`src/sv/mrrts_pkg.sv`:
```
`timescale 1ns / 1ps
`default_nettype none
package mrrts_pkg;

    localparam int TASK_W = 22;

    localparam logic [2:0] ACT_ARRIVE   = 3'd0;
    localparam logic [2:0] ACT_FINISH   = 3'd1;
    localparam logic [2:0] ACT_REPORT   = 3'd2;
    localparam logic [2:0] ACT_DECIDE   = 3'd3;
    localparam logic [2:0] ACT_FINALIZE = 3'd4;

    localparam logic [3:0] RK_ACCEPTED     = 4'd0;
    localparam logic [3:0] RK_QUEUE_FULL   = 4'd1;
    localparam logic [3:0] RK_FINISHED     = 4'd2;
    localparam logic [3:0] RK_NOT_FOUND    = 4'd3;
    localparam logic [3:0] RK_REPORT       = 4'd4;
    localparam logic [3:0] RK_EXECUTE      = 4'd5;
    localparam logic [3:0] RK_PARK         = 4'd6;
    localparam logic [3:0] RK_STOPPED      = 4'd7;
    localparam logic [3:0] RK_CONFIRMED    = 4'd8;
    localparam logic [3:0] RK_DISCARDED    = 4'd9;
    localparam logic [3:0] RK_REQUEUED     = 4'd10;
    localparam logic [3:0] RK_REQUEUED_BAD = 4'd11;
    localparam logic [3:0] RK_PARK_RETURN  = 4'd12;
    localparam logic [3:0] RK_PARK_UNKNOWN = 4'd13;
    localparam logic [3:0] RK_PARK_FULL    = 4'd14;
    localparam logic [3:0] RK_PASS_DONE    = 4'd15;

    localparam logic [1:0] REG_CYCLES_PER_US = 2'd0;
    localparam logic [1:0] REG_QUANTUM_US    = 2'd1;
    localparam logic [1:0] REG_CORE_MASK     = 2'd2;

    typedef struct packed {
        logic [15:0] cycles_per_microsecond;
        logic [15:0] quantum_microseconds;
        logic [7:0]  active_core_mask;
    } cfg_t;

    typedef struct packed {
        logic full;
        logic nonempty;
    } qstat_t;

    typedef struct packed {
        logic [3:0]        kind;
        logic [2:0]        core;
        logic [TASK_W-1:0] task_id;
        logic              last;
    } res_t;

    function automatic res_t mk_res(logic [3:0] kind, logic [2:0] core,
                                    logic [TASK_W-1:0] task_id, logic last);
        res_t r;
        r.kind    = kind;
        r.core    = core;
        r.task_id = task_id;
        r.last    = last;
        return r;
    endfunction

endpackage
`default_nettype wire

```
`src/sv/mrrts_queue.sv`:
```
`timescale 1ns / 1ps
`default_nettype none
module mrrts_queue #(
    parameter int QUEUE_DEPTH = 64
) (
    input  wire logic                       clk,
    input  wire logic                       rst_n,
    input  wire logic                       push,
    input  wire logic [mrrts_pkg::TASK_W-1:0] push_data,
    input  wire logic                       pop,
    output logic [mrrts_pkg::TASK_W-1:0]    rdata,
    output mrrts_pkg::qstat_t               stat
);
    localparam int QW = (QUEUE_DEPTH > 1) ? $clog2(QUEUE_DEPTH) : 1;
    localparam int NW = $clog2(QUEUE_DEPTH + 1);

    logic [mrrts_pkg::TASK_W-1:0] mem [QUEUE_DEPTH];
    logic [QW-1:0] head_reg;
    logic [QW-1:0] tail_reg;
    logic [NW-1:0] count_reg;
    logic [mrrts_pkg::TASK_W-1:0] rdata_reg;

    assign stat.full     = (count_reg == NW'(QUEUE_DEPTH));
    assign stat.nonempty = (count_reg != '0);
    assign rdata         = rdata_reg;

    always_ff @(posedge clk)
    begin
        if (push)
        begin
            mem[tail_reg] <= push_data;
        end
        if (pop)
        begin
            rdata_reg <= mem[head_reg];
        end
    end

    always_ff @(posedge clk or negedge rst_n)
    begin
        if (!rst_n)
        begin
            head_reg  <= '0;
            tail_reg  <= '0;
            count_reg <= '0;
        end
        else
        begin
            if (push)
            begin
                tail_reg <= (tail_reg == QW'(QUEUE_DEPTH - 1)) ? '0 : tail_reg + 1'b1;
            end
            if (pop)
            begin
                head_reg <= (head_reg == QW'(QUEUE_DEPTH - 1)) ? '0 : head_reg + 1'b1;
            end
            if (push && !pop)
            begin
                count_reg <= count_reg + 1'b1;
            end
            else if (pop && !push)
            begin
                count_reg <= count_reg - 1'b1;
            end
        end
    end
endmodule
`default_nettype wire

```
`config.mk`:
```
export PLATFORM = sky130hd
export DESIGN_NAME = mrrts_queue
export DESIGN_NICKNAME = d
export VERILOG_FILES = /design/src/sv/mrrts_pkg.sv /design/src/sv/mrrts_queue.sv
export SDC_FILE = /design/constraint.sdc
export NUM_CORES = 1
export LEC_CHECK = 0
export BUFFER_PORTS_ARGS = -buffer_cell sky130_fd_sc_hd__buf_2
export CAP_MARGIN = 20
export CORE_ASPECT_RATIO = 1.4
export CORE_MARGIN = 2
export CORE_UTILIZATION = 35
export CTS_CLUSTER_DIAMETER = 60
export DETAILED_ROUTE_END_ITERATION = 10
export HOLD_SLACK_MARGIN = 0.03
export PLACE_DENSITY_LB_ADDON = 0.08
export SETUP_SLACK_MARGIN = 0.4
export SLEW_MARGIN = 20
export SYNTH_ARGS = -nofsm -noshare
export SYNTH_HDL_FRONTEND = slang
export SYNTH_SLANG_ARGS = --single-unit
export TNS_END_PERCENT = 50
```
`constraint.sdc`:
```
create_clock -name clk -period 4.4 [get_ports clk]
set_input_delay 0.22 -clock clk [delete_from_list [all_inputs] [get_ports clk]]
set_output_delay 0.22 -clock clk [all_outputs]
set_load 0.05 [all_outputs]
```
; Yosys cells after proc, flatten, opt, wreduce, memory -nomap -nowiden
; Memories as Yosys holds them, arrays and structs flattened. A register that Yosys moved wholly into a read port is not among the register bits.
; Cells that the tools add are included.
[word_totals]
regBits = 19
ramBits = 1408
inputBits = 26
out_inout_bits = 24
word_cells = 23
memories = 1
[memory_table]
columns = name, depth, word_bits, read_ports, rd_clocked_by_memory_dff, wr, line_no
row1 = mem, 64, 22, 1, 1, 1, mrrts_queue.sv:17  ; logic [mrrts_pkg::TASK_W-1:0] mem [QUEUE_DEPTH];
[classes]
addsub = 4
n_eq_ne = 3
n_mux = 6
reduce_logical = 6
[ops]
columns = cell, n
row1 = 7-bit 2-to-1 mux, 2
row2 = "6-bit by 1-bit adder with 6-bit output, second input constant", 2
row3 = "6-bit == test, second input constant", 2
row4 = 6-bit 2-to-1 mux, 2
row5 = "7-bit by 1-bit adder with 7-bit output, second input constant", 1
row6 = "7-bit == test, second input constant", 1
row7 = 7-bit nonzero test, 1
row8 = "7-bit by 1-bit subtractor with 7-bit output, second input constant", 1
row9 = 1-bit logical AND, 2
row10 = 1-bit logical NOT, 2
row11 = 1-bit 2-to-1 mux, 2
row12 = 2-bit nonzero test, 1

; Longest topological paths before layout
[depth]
word_depth = 4
depth_mapped = 10
ltp_nobuf = 9

; Worst setup path after synthesis
; Ideal clock, no wire load.
[synth_timing]
path_kind = reg2reg
from = register tail_reg[3]
to = memory mem[42][0] (netlist bit), enable pin
setup_time_ns = 0.429
arrival_time_ns = 2.483
required_time_ns = 3.971
setup_slack_ns = 1.489
path_stages_with_launch = 5
n_path_buf = 1
synth_period_minus_slack_ns = 2.911
path_cell_list = dfrtp_1 -> clkbuf_1 -> nor2b_1 -> nand4_1 -> nor3_1
[synth_lines]
columns = item, line_no
row1 = from (decl), mrrts_queue.sv:19  ; logic [QW-1:0] tail_reg;
row2 = from (signal assigned), mrrts_queue.sv:51  ; tail_reg <= (tail_reg == QW'(QUEUE_DEPTH - 1)) ? '0 : tail_reg + 1'b1;
row3 = to (decl), mrrts_queue.sv:17
; Straight into the memory's write port.

==> results.md <==
* Critical path required time at 4.90 ns
* CTS buffer count at 146
* M3 GR Usage at 0.0255
* Hold WC Path Type: input pin to register
* HPWL Detailed at 93.5 mm
* CTS sink count at 1449
* Pre-CTS WS at 0.898 ns
* EDFF count, synth at 1430
* Setup Skew at 0.0296 ns
* Fmax at 0.287 GHz
* Die Height at 477 um
* # H-tree levels at 4
* Initial antenna violation count at 4
* Hold Crit Endpoint: mem[2][7]$_DFFE_PP_
* Cell family with most CP delay: multiplexers
* Vias in the first global route at 28900
* Ys Warns at 0
* Largest net degree at the start of global routing at 68
* CP Launch Point: head_reg[0]$_DFFE_PN0P_
* Worst-margin pin slew at 1.09 ns
* DRT antenna net count at 0
* Synth Register Bits at 1449
* Maximum vdd drop at 0.000438 V
* CP max stage delay at 0.66 ns
* Max-cap viol count at 0
* Hold path depth at 1
* Vias per cell at 5.36
* Post-synthesis sequential area ratio at 0.775
* Number of distinct library cells after synthesis at 51
* Mean Syn Cell Area at 21.6 um2
* Fin crit period at 3.48 ns
* Type of the worst setup path: register to register
* Critical Path, Cell by Cell: buf_12 -> buf_12 -> mux4_2 -> mux4_2 -> a21oi_1 -> a41oi_1
* Placed Cells incl. Taps at 4750
* Starting Density at 0.353
* Die area at 163000 um2
* Share of layout cells above drive strength 1 at 0.280
* Worst hold start: push_data[7]
* Router iterations before antenna repair at 7
* Final hold vios at 0
* Overall routing resource usage at 0.199
* Post-Layout Cell Count at 5017
* Core area at 159000 um2
* Worst path arrival time at 3.98 ns
* Largest register FFs at 1408
* CTS Root Cell: clkbuf_16
* FFs w/ async S/R, synth at 0.0131
* Setup TNS Final at 0 ns
* Crit-path slowest cell: dfrtp_4
* GR Util met2 at 0.356
* CTS Hold Bufs at 6
* Crit path capture type: register
* Min setup slack post-route at 0.917 ns
* # DRC at 0
* Pwr/cell area at 585 nW/um2
* Worst setup SP type: register
* RSZ-0062 raised after global routing: false
* 1st-iter DRT viols at 2420
* Final Cell Area at 64400 um2
* # rows at 173
* TritonCTS clock tree: done
* Final net count at 2839
* Via count at 26900
* Routed WL per cell at 32.1 um
* Syn nets at 2628
* Leak Pwr at 20.3 nW
* Syn Std Cell Area at 56000 um2
* First-pass GRT wire length at 225 mm
* Mapped Cells at 2593
* Final setup vio count at 0
* Port buffer count at 49
* Reg2Reg Capture Point: rdata[16]$_DFFE_PP_
* Die width at 342 um
* R2R cell count at 6
* CTS clk-pin slew, worst paths at 0.06 ns
* Slew Viols, Final at 0
* Area after DPL at 59600 um2
* RePlAce Congestion at 0.806
* GR peak layer: met2
* Cts repair resizes at 0
* Crit path max fanout at 34
* WP buf/inv at 2
* Final period util at 0.792
* IO Count at 50
* Top FF cell, synth: edfxtp_1
* Fill cell count at 14100
* Drt total wl at 161 mm
* Worst skew pair latency at 0.79 ns
* Slew Limit Headroom at 0.270
* Post-CTS Setup Bufs at 0
* Register area at 43400 um2
* Clock buffer depth at 3
* Status: completed
* Area of the multi-input gates at 12000 um2
* R2R Path Start: head_reg[0]$_DFFE_PN0P_
* Met1 Usage GRT at 0.250
* Area delta synth->final at 14.9%
* Gr ovfl total at 0
* R2r setup slk at 0.92 ns
[worst max path at each step]
stage	endpoint	slack (ns)	cells after the start
after detailed placement	rdata[2]$_DFFE_PP_	0.90	7
after floorplan	mem[42][0]$_DFFE_PP_	1.49	4
after global routing	rdata[2]$_DFFE_PP_	0.84	7
after CTS	rdata[2]$_DFFE_PP_	0.88	7
final	rdata[16]$_DFFE_PP_	0.92	6
after global placement	rdata[20]$_DFFE_PP_	0.59	6
[power by group]
part	switching, mW	leakage, nW	total [mW]	internal, mW
clock	5.24	2.29	12.3	7.08
sequential	0.580	13.1	16.4	15.8
combinational	5.69	4.95	8.92	3.23
total	11.5	20.3	37.7	26.2
[cells by family after synthesis]
logic type	Yosys count	synth area share
compound gates	236	0.0303
xor+xnor	10	0.00156
simple gates	265	0.0220
buf+inv	158	0.0155
fa+ha+maj	9	0.00214
mux	466	0.153
flops	1449	0.775
[cells in the mapped netlist, drive strengths merged, types with 3 or more instances]
| master | instances | area, um2 |
|---|---|---|
| edfxtp | 1430 | 42900 |
| mux4 | 313 | 7050 |
| mux2i | 144 | 1440 |
| buf | 90 | 612 |
| nand2 | 81 | 304 |
| nor2 | 78 | 293 |
| clkbuf | 59 | 221 |
| a21oi | 47 | 235 |
| a221oi | 33 | 289 |
| a22oi | 24 | 180 |
| nand3 | 24 | 120 |
| o21ai | 21 | 105 |
| dfrtp | 19 | 475 |
| a22o | 18 | 158 |
| a211oi | 15 | 113 |
| and2 | 14 | 87.6 |
| nand2b | 14 | 87.6 |
| o211ai | 13 | 97.6 |
| a221o | 12 | 120 |
| a31oi | 12 | 75.1 |
| o221ai | 12 | 105 |
| o22ai | 11 | 68.8 |
| nor3 | 10 | 50.1 |
| inv | 9 | 33.8 |
| mux2 | 9 | 101 |
| nand4 | 9 | 56.3 |
| nor2b | 9 | 56.3 |
| or3 | 9 | 56.3 |
| a41oi | 8 | 70.1 |
| ha | 8 | 100 |
| xnor2 | 8 | 70.1 |
| a21o | 4 | 30.0 |
| nor4 | 4 | 25.0 |
| o31ai | 4 | 30.0 |
| and3 | 3 | 18.8 |
| or3b | 3 | 26.3 |
[through the flow]
step,util,hold WS (ns),power [mW]
6_report,0.405,0.0785,37.7
5_1_grt,0.405,0.0696,39.0
4_1_cts,0.405,0.0453,38.3
3_5_place_dp,0.375,0.267,25.9
3_3_place_gp,0.375,0.257,25.8
2_1_floorplan,-,-0.0756,21.7
[per-layer routing]
layer	routed length [um]	vias to the layer above
li1	-	11300
met1	65500	14700
met2	85400	629
met3	5680	200
met4	4310	0
met5	0	-
[final cells by class]
| class | instances | share of cell area |
|---|---|---|
| antenna | 4 | 0.000155 |
| clock inverter | 77 | 0.0121 |
| sequential | 1449 | 0.675 |
| clock buffer | 180 | 0.0607 |
| timing repair buffer | 212 | 0.0251 |
| tap | 2100 | 0.0408 |
| inverter | 9 | 0.000564 |
| multi-input combinational | 986 | 0.186 |
[placed cells by master, fill, tap and decap left out, drive strengths merged, types with 24 or more instances in the layout]
cell | netlist | final
buf | 90 | 207
nor2 | 78 | 78
a22oi | 24 | 24
mux4 | 313 | 313
nand3 | 24 | 24
clkbuf | 59 | 180
a221oi | 33 | 33
clkinv | 0 | 55
edfxtp | 1430 | 1430
nand2 | 81 | 81
a21oi | 47 | 47
mux2i | 144 | 144
Power figures use the tool's default switching activity.
