`config.mk`:
```
export PLATFORM = sky130hd
export DESIGN_NAME = mrrts_cfg
export DESIGN_NICKNAME = d
export VERILOG_FILES = /design/src/sv/mrrts_pkg.sv /design/src/sv/mrrts_cfg.sv
export SDC_FILE = /design/constraint.sdc
export NUM_CORES = 1
export LEC_CHECK = 0
export ABC_AREA = 1
export BUFFER_PORTS_ARGS = -buffer_cell sky130_fd_sc_hd__buf_2
export CAP_MARGIN = 30
export CELL_PAD_IN_SITES_DETAIL_PLACEMENT = 0
export CELL_PAD_IN_SITES_GLOBAL_PLACEMENT = 1
export CORE_MARGIN = 2
export CORE_UTILIZATION = 27
export DETAILED_ROUTE_END_ITERATION = 12
export GPL_ROUTABILITY_DRIVEN = 0
export PLACE_DENSITY_LB_ADDON = 0.3
export SYNTH_ARGS = -nofsm -noshare
export SYNTH_HDL_FRONTEND = slang
export SYNTH_SLANG_ARGS = --single-unit
```
`constraint.sdc`:
```
create_clock -name clk -period 0.8 [get_ports clk]
set_input_delay 0.12 -clock clk [delete_from_list [all_inputs] [get_ports clk]]
set_output_delay 0.12 -clock clk [all_outputs]
set_load 0.01 [all_outputs]
```
`src/sv/mrrts_pkg.sv`:
```
`timescale 1ns / 1ps
`default_nettype none
package mrrts_pkg;

    localparam int TASK_W = 22;

    localparam logic [2:0] ACT_ARRIVE   = 3'd0;
    localparam logic [2:0] ACT_FINISH   = 3'd1;
    localparam logic [2:0] ACT_REPORT   = 3'd2;
    localparam logic [2:0] ACT_DECIDE   = 3'd3;
    localparam logic [2:0] ACT_FINALIZE = 3'd4;

    localparam logic [3:0] RK_ACCEPTED     = 4'd0;
    localparam logic [3:0] RK_QUEUE_FULL   = 4'd1;
    localparam logic [3:0] RK_FINISHED     = 4'd2;
    localparam logic [3:0] RK_NOT_FOUND    = 4'd3;
    localparam logic [3:0] RK_REPORT       = 4'd4;
    localparam logic [3:0] RK_EXECUTE      = 4'd5;
    localparam logic [3:0] RK_PARK         = 4'd6;
    localparam logic [3:0] RK_STOPPED      = 4'd7;
    localparam logic [3:0] RK_CONFIRMED    = 4'd8;
    localparam logic [3:0] RK_DISCARDED    = 4'd9;
    localparam logic [3:0] RK_REQUEUED     = 4'd10;
    localparam logic [3:0] RK_REQUEUED_BAD = 4'd11;
    localparam logic [3:0] RK_PARK_RETURN  = 4'd12;
    localparam logic [3:0] RK_PARK_UNKNOWN = 4'd13;
    localparam logic [3:0] RK_PARK_FULL    = 4'd14;
    localparam logic [3:0] RK_PASS_DONE    = 4'd15;

    localparam logic [1:0] REG_CYCLES_PER_US = 2'd0;
    localparam logic [1:0] REG_QUANTUM_US    = 2'd1;
    localparam logic [1:0] REG_CORE_MASK     = 2'd2;

    typedef struct packed {
        logic [15:0] cycles_per_microsecond;
        logic [15:0] quantum_microseconds;
        logic [7:0]  active_core_mask;
    } cfg_t;

    typedef struct packed {
        logic full;
        logic nonempty;
    } qstat_t;

    typedef struct packed {
        logic [3:0]        kind;
        logic [2:0]        core;
        logic [TASK_W-1:0] task_id;
        logic              last;
    } res_t;

    function automatic res_t mk_res(logic [3:0] kind, logic [2:0] core,
                                    logic [TASK_W-1:0] task_id, logic last);
        res_t r;
        r.kind    = kind;
        r.core    = core;
        r.task_id = task_id;
        r.last    = last;
        return r;
    endfunction

endpackage
`default_nettype wire

```
`src/sv/mrrts_cfg.sv`:
```
`timescale 1ns / 1ps
`default_nettype none
module mrrts_cfg (
    input  wire logic        clk,
    input  wire logic        rst_n,
    input  wire logic        psel,
    input  wire logic        penable,
    input  wire logic        pwrite,
    input  wire logic [3:0]  paddr,
    input  wire logic [31:0] pwdata,
    output logic [31:0]      prdata,
    output logic             pready,
    output mrrts_pkg::cfg_t  cfg
);
    mrrts_pkg::cfg_t cfg_reg;
    logic            wr;

    assign pready = 1'b1;
    assign wr     = psel && penable && pwrite;
    assign cfg    = cfg_reg;

    always_comb
    begin
        case (paddr[3:2])
            mrrts_pkg::REG_CYCLES_PER_US: prdata = {16'd0, cfg_reg.cycles_per_microsecond};
            mrrts_pkg::REG_QUANTUM_US:    prdata = {16'd0, cfg_reg.quantum_microseconds};
            mrrts_pkg::REG_CORE_MASK:     prdata = {24'd0, cfg_reg.active_core_mask};
            default:                      prdata = '0;
        endcase
    end

    always_ff @(posedge clk or negedge rst_n)
    begin
        if (!rst_n)
        begin
            cfg_reg.cycles_per_microsecond <= 16'd1000;
            cfg_reg.quantum_microseconds   <= 16'd10;
            cfg_reg.active_core_mask       <= 8'hFF;
        end
        else if (wr)
        begin
            case (paddr[3:2])
                mrrts_pkg::REG_CYCLES_PER_US: cfg_reg.cycles_per_microsecond <= pwdata[15:0];
                mrrts_pkg::REG_QUANTUM_US:    cfg_reg.quantum_microseconds   <= pwdata[15:0];
                mrrts_pkg::REG_CORE_MASK:     cfg_reg.active_core_mask       <= pwdata[7:0];
                default:                      cfg_reg <= cfg_reg;
            endcase
        end
    end
endmodule
`default_nettype wire

```
Yosys cells after proc, flatten, opt, wreduce, memory -nomap -nowiden
Cells that the tools add are included.
- output and inout bits: 73
- input port bits: 41
- register bits after elaboration: 40
- logic and storage cells: 12
- reductions and logical operators: 6
- mux-type cells: 1
- equality and inequality tests: 2
- operator list (kind ; count):
    16-bit one-hot mux with 3 select lines ; 1
    2-bit AND reduction ; 3
    2-bit by 1-bit equality test with 1-bit output, second input constant ; 1
    2-bit equality test, second input constant ; 1
    1-bit logical AND ; 2
    2-bit logical NOT ; 1

Longest topological paths before layout
Gate-level depths: netlist of run 1.
- depth after elaboration: 3
- gate-level depth with buffers: 7
- mapped depth without buffers: 6

Least setup slack after synthesis of run 1
Ideal clock, no wire load.
- path kind: input to output
- start point: input port paddr[3]
- end point: output port prdata[5]
- data required time: 0.680 ns
- data arrival time: 0.745 ns
- path slack: -0.065 ns
- stages on the path: 4
- path buffers: 1
- cell sequence: nor2_2 -> buf_4 -> nand2_1 -> nand3_1
- word-level cells in the longest chain between the ends: 2
- elaborated cells between the ends (all ways): 4
- those cells by class: 2 x eq/ne; 1 x mux; 1 x reduce/logical
- ends and longest elaborated chain (element ; line ; source):
    from (decl) ; mrrts_cfg.sv:9 ; input wire logic [3:0] paddr,
    2-bit equality test (tied with other cells) ; mrrts_cfg.sv:24 ; case (paddr[3:2])
    16-bit one-hot mux with 3 select lines (*) ; mrrts_cfg.sv:24 ;
    to (decl) ; mrrts_cfg.sv:11 ; output logic [31:0] prdata,
Every way passes the cells marked *; elsewhere a longest branch is shown, timed or not.

Final worst setup path of run 1
- start point: register cfg_reg, in the netlist cfg[2]
- end point: output port prdata[2]
- word-level cells in the longest chain between the ends: 1
- ends and longest elaborated chain (element ; line ; source):
    from (decl) ; mrrts_cfg.sv:15 ; mrrts_pkg::cfg_t cfg_reg;
    from (signal assigned) ; mrrts_cfg.sv:46 ; default: cfg_reg <= cfg_reg;
    16-bit one-hot mux with 3 select lines ; mrrts_cfg.sv:24 ;
Every way passes these cells.

==> flow_metrics.tcl, run 1 <==
set metrics [dict create \
    min_path_type "in2reg" \
    synth_seq_area_share 0.512 \
    synthCells 259 \
    critPathMaxFanout 3 \
    dpl.cell_count 457 \
    clk_pin_slew_ns 0.08 \
    finalSetupViolCount 68 \
    multiInputGateArea_um2 935 \
    status "finished, violations left" \
    hold_viol_final 0 \
    wl_per_cell_um 12.6 \
    cts_buffer_depth 2 \
    fin_worst_skew_ns 0 \
    cp-startpoint "cfg[2]" \
    cts_buffers 5 \
    ir_drop_mv 0.896 \
    cp-endpoint "prdata[2]" \
    htree_levels 2 \
    grt_antenna_before_repair 0 \
    critPathLaunchType "register" \
    layout-drive-gt1-share 0.506 \
    core-area_um2 7210 \
    first_global_vias 1882 \
    slew_viol_final 0 \
    largest_reg_flops 40 \
    worstPathArrival_ns 1.08 \
    avgSynthCellArea_um2 7.71 \
    syn_to_final_growth_pct 69.1 \
    grt_pass1_wl_mm 9.70 \
    power.density_nw_per_um2 2260 \
    path_class "reg2out" \
    die_h_um 90.0 \
    diodes 0 \
    dr_total_vias 1989 \
    io_buffers 78 \
    viasPerCell 4.06 \
    max_freq_mhz 836 \
    synth-warning-count 0 \
    drtIter0Drc 94 \
    insertion_delay_ns 0.29 \
    leakagePower_nw 1.89 \
    syn-cell-area_um2 2000 \
    hpwl_mm 4.23 \
    fin_cells 490 \
    rr_startpoint "cfg[33]" \
    fillerInstances 742 \
    reg2reg_slack_ns -0.10 \
    endpoint_kind "output pin" \
    nets 431 \
    initial_core_util 0.277 \
    fin_crit_sh 1.50 \
    dieWidth_um 90.0 \
    total_power_w 0.00762 \
    finalWorstSetupSlack_ns -0.396 \
    rows 31 \
    worstRegToRegCells 4 \
    die_area_um2 8090 \
    final_antenna_net_count 0 \
    routed_wl_mm 6.17 \
    violations "setup timing" \
    clock_sink_count 40 \
    ys_seq_elements 40 \
    ff_latch_area_um2 1020 \
    utilization 0.468 \
    firstDrtPassIters 4 \
    final_common_cell "nand2_1" \
    grt_setup_unrepaired "yes" \
    post-place-ws_ns -0.232 \
    cts_root_buf "clkbuf_8" \
    io_pins 114 \
    setup_tns_ns -15.55 \
    cap_violations 0 \
    required_ns 0.68 \
    drc 0 \
    grt.total_usage 0.152 \
    reg2reg_to "cfg[33]" \
    grt_max_degree 41 \
    synthDistinctLibCells 15 \
    grt_overflow 0 \
    period_minus_slack_ns 1.20 \
    mostFrequentLayoutCells "149 x nand2_1, 57 x buf_6, 44 x buf_2, 26 x buf_4" \
    cts_tree "done" \
]
metal layers:
metal,global-route usage,share of wire
met1,0.216,0.48
met2,0.235,0.46
met3,0.0327,0.053
met4,0.0423,0.0076
met5,0,0
cells by family after synthesis:
| logic type | Yosys count | share of synthesized area |
|---|---|---|
| flip-flops | 40 | 0.512 |
| AND/OR/NAND/NOR | 189 | 0.385 |
| other | 2 | 0.00376 |
| buffers and inverters | 28 | 0.0997 |
worst max-delay path, cell delays in order (launching register included):
cell	delay, ns
dfstp_2	0.57
nand2_2	0.06
nand3_2	0.06
buf_6	0.10
report_power, final:
part | switching (W) | leakage [nW] | total, W | internal [W]
clock | 0.000718 | 0.0645 | 0.00182 | 0.00110
combinational | 0.00122 | 1.36 | 0.00290 | 0.00168
sequential | 0.000344 | 0.472 | 0.00291 | 0.00256
total | 0.00228 | 1.89 | 0.00762 | 0.00534
metrics by stage:
stage / hold slack [ns] / area, um^2
2_1_floorplan: -0.176 / 2100
3_3_place_gp: 0.115 / 2700
3_5_place_dp: 0.111 / 2700
4_1_cts: 0.0220 / 3180
5_1_grt: 0.0332 / 3370
6_report: 0.0369 / 3370
layout make-up:
cell class,instances,area share
clock buffer,7,0.0286
clock inverter,1,0.00890
inverter,5,0.00630
multi-input combinational,206,0.277
sequential,40,0.303
tap,99,0.0367
timing repair buffer,132,0.340
how the worst min path moves through the flow:
| stage | start | to | slack (ns) | depth (start not counted) |
|---|---|---|---|---|
| finish | pwdata[9] | cfg[33] | 0.04 | 3 |
| global route | pwdata[9] | cfg[33] | 0.03 | 3 |
| CTS | pwdata[9] | cfg[33] | 0.02 | 3 |
| detailed placement | rst_n | cfg[24] | 0.11 | 2 |
| global placement | rst_n | cfg[24] | 0.12 | 2 |
| floorplan | rst_n | cfg[10] | -0.18 | 0 |
timing repair:
| action | 4_1_cts | 5_1_grt |
|---|---|---|
| resized for setup | 52 | 31 |
| pin swaps | 18 | 10 |
| hold endpoints to repair | 24 | 0 |
| hold buffers | 1 | 0 |
| setup buffers | 12 | 15 |
| setup endpoints to repair | 56 | 65 |
cell usage after synthesis, drive strengths merged:
cell | n | area [um^2]
nand3 | 9 | 50.1
dfstp | 16 | 420
nor2 | 5 | 43.8
nand2 | 175 | 674
dfrtp | 24 | 601
inv | 5 | 18.8
buf | 23 | 180
conb | 2 | 7.51
No activity file was read; power rests on OpenSTA's default activity.
==> run 2: changes to the inputs <==
--- a/config.mk
+++ b/config.mk
@@ -6,5 +6,4 @@
 export NUM_CORES = 1
 export LEC_CHECK = 0
-export ABC_AREA = 1
 export BUFFER_PORTS_ARGS = -buffer_cell sky130_fd_sc_hd__buf_2
 export CAP_MARGIN = 30
@@ -12,7 +11,6 @@
 export CELL_PAD_IN_SITES_GLOBAL_PLACEMENT = 1
 export CORE_MARGIN = 2
-export CORE_UTILIZATION = 27
+export CORE_UTILIZATION = 30
 export DETAILED_ROUTE_END_ITERATION = 12
-export GPL_ROUTABILITY_DRIVEN = 0
 export PLACE_DENSITY_LB_ADDON = 0.3
 export SYNTH_ARGS = -nofsm -noshare
==> constraint.sdc (replaced) <==
create_clock -name clk -period 0.8 [get_ports clk]
set_input_delay 0.04 -clock clk [delete_from_list [all_inputs] [get_ports clk]]
set_output_delay 0.04 -clock clk [all_outputs]
set_load 0.01 [all_outputs]
==> run 2 against run 1 <==
Net effect: the flow still finishes with violations (setup timing); highest routed layer unchanged; clock power down 24%; global-route usage down 1.1 points; first-iteration DRC count down 43%; largest power group is now combinational logic; sequential power up 4%; critical path depth unchanged.
==> flow_metrics.tcl, run 2 <==
set metrics [dict create \
    grt_overflow 0 \
    min_path_type "in2reg" \
    power.density_nw_per_um2 2320 \
    dieWidth_um 86.0 \
    clock_sink_count 40 \
    ir_drop_mv 0.938 \
    ys_seq_elements 40 \
    diodes 0 \
    syn_to_final_growth_pct 70.8 \
    cp_slowest_stage_delay_ns 0.53 \
    finalWorstSetupSlack_ns -0.445 \
    grt_setup_unrepaired "yes" \
    status "finished, violations left" \
    grt_pass1_wl_mm 8.08 \
    met3_length_um 327 \
    leakagePower_nw 1.76 \
    period_minus_slack_ns 1.24 \
    final_cell_area_um2 3440 \
    violations "setup timing" \
    setup_tns_ns -15.13 \
    final_common_cell "buf_6" \
    drtIter0Drc 54 \
    firstDrtPassIters 4 \
    cts_buffers 5 \
    routed_wl_mm 5.41 \
    final_antenna_net_count 0 \
    synth_seq_area_share 0.507 \
    critPathLaunchType "register" \
    synth_largest_area_cell "dfrtp_1" \
    grt.total_usage 0.141 \
    hold_viol_final 0 \
    first_global_vias 1539 \
    critPathMaxFanout 2 \
    clk_pin_slew_ns 0.08 \
    postPlaceCellArea_um2 2670 \
    largest_reg_flops 40 \
    cpMaxStageDelayCell "dfstp_2" \
    nets 327 \
    synthCells 152 \
    synthTopCellsByCount "30 x mux2_2, 24 x dfrtp_1, 19 x buf_4, 16 x dfstp_2, 16 x mux2i_1" \
    synth_ff_type "dfrtp_1" \
    die_h_um 86.0 \
    layout-drive-gt1-share 0.704 \
    synthDistinctLibCells 19 \
    synth-edff-count 0 \
    total_power_w 0.00797 \
    ys_top_cells_by_area "dfrtp_1 30%, dfstp_2 21%, mux2_2 17%, mux2i_1 7.9%, mux2_4 7.4%" \
    io_pins 114 \
    initial_core_util 0.314 \
    fin_crit_sh 1.56 \
    hpwl_mm 3.50 \
    avgSynthCellArea_um2 13.3 \
    grt_max_degree 41 \
    core-area_um2 6420 \
    cts_buffer_depth 2 \
    synth_top_cell_area_share 0.298 \
    topRoutingLayerUsed "met4" \
    whs_ns 0.00896 \
    worstPathArrival_ns 1.20 \
    max_freq_mhz 803 \
    wl_met1_mm 2.60 \
    cap_violations 0 \
    synthMostInstantiatedCell "mux2_2" \
    cts_root_buf "clkbuf_8" \
    wl_per_cell_um 14.9 \
    fin_worst_skew_ns 0 \
    mostFrequentLayoutCells "70 x buf_6, 47 x buf_2, 35 x mux2_4, 24 x dfrtp_1, 17 x conb_1" \
    rows 29 \
    crit_chain "mux2i_1 > o21ai_1 > buf_2" \
    cts_tree "done" \
    endpoint_kind "output pin" \
    synth-warning-count 0 \
    path_class "reg2out" \
    htree_levels 2 \
    drc 0 \
    utilization 0.536 \
    synthArstFlopShare 1.00 \
    syn-cell-area_um2 2020 \
    die_area_um2 7390 \
    dr_total_vias 1576 \
    viasPerCell 4.33 \
    slew_viol_final 0 \
    gp_congestion 0.690 \
    insertion_delay_ns 0.28 \
    required_ns 0.76 \
    reg2reg_slack_ns -0.35 \
    finalSetupViolCount 93 \
    dr_wl_met2_mm 2.45 \
    io_buffers 78 \
    grt_antenna_before_repair 0 \
]
==> run 2: changes by cell type after synthesis, sizes merged <==
cell | previous run | this run
mux2 | 0 | 40
nand3 | 9 | 1
mux2i | 0 | 16
nor3b | 0 | 1
nor2 | 5 | 8
nor3 | 0 | 1
o21ai | 0 | 8
nand2 | 175 | 8
nor2b | 0 | 1
clkbuf | 0 | 2
or3b | 0 | 1
inv | 5 | 0
==> run 2: path summary, 6_finish.rpt <==
check                      cells past startpoint         to  startpoint
max in group asynchronous                      3     cfg[3]       rst_n
hold / removal                                 2    cfg[16]   pwdata[8]
hold reg to reg                                1    cfg[10]     cfg[10]
min in group asynchronous                      3    cfg[38]       rst_n
setup / recovery                               3  prdata[5]     cfg[29]
setup reg to reg                               5    cfg[29]     cfg[29]
==> run 2: per-stage QoR <==
stage               setup WS [ns]  cells
floorplan                  -0.371    167
finish                     -0.445    364
CTS                        -0.458    355
detailed placement         -0.428    325
global placement           -0.405    325
global route               -0.499    364
==> run 2: final cells by class <==
cell class	count	area [um^2]
Clock buffer	6	82.6
Clock inverter	2	10.0
Fill cell	565	2980
Multi-Input combinational cell	102	982
Sequential cell	40	1020
Tap cell	77	96.3
Timing Repair Buffer	137	1250
==> run 2: metal layers <==
layer / vias to the layer above / global-route usage
li1: 756 / -
met4: 0 / 0.0260
met2: 67 / 0.203
met1: 748 / 0.213
met3: 5 / 0.0375
met5: - / 0
==> run 2: critical path, delay by kind of cell (launching register included) <==
kind                   cells  cell delay, ns
DFF                        1            0.53
AOI/OAI and AO/OA          1            0.17
buffers and inverters      1            0.16
muxes                      1            0.06
==> run 2: logic make-up (layout without fill, tap and decap cells) <==
logic type / Yosys count / count (layout) / share of synthesized area
muxes: 56 / 56 / 0.322
buffers and inverters: 25 / 145 / 0.0950
DFF: 40 / 40 / 0.507
and+or+nand+nor: 21 / 21 / 0.0534
other: 2 / 17 / 0.00373
AOI/OAI and AO/OA: 8 / 8 / 0.0199
==> run 2: what timing repair did <==
item                       CTS  global route
hold endpoints to repair    46             0
buffers inserted            16            16
setup endpoints to repair   95            96
gates cloned                 1             0
pin swaps                    3             2
resized for setup           75            26
hold buffers                 5             0
==> run 2: where the power goes <==
part           internal (W)  switching (W)  leakage (nW)
Combinational       0.00232        0.00124          1.25
Clock              0.000689       0.000696        0.0510
Sequential          0.00264       0.000390         0.462
Total               0.00564        0.00233          1.76
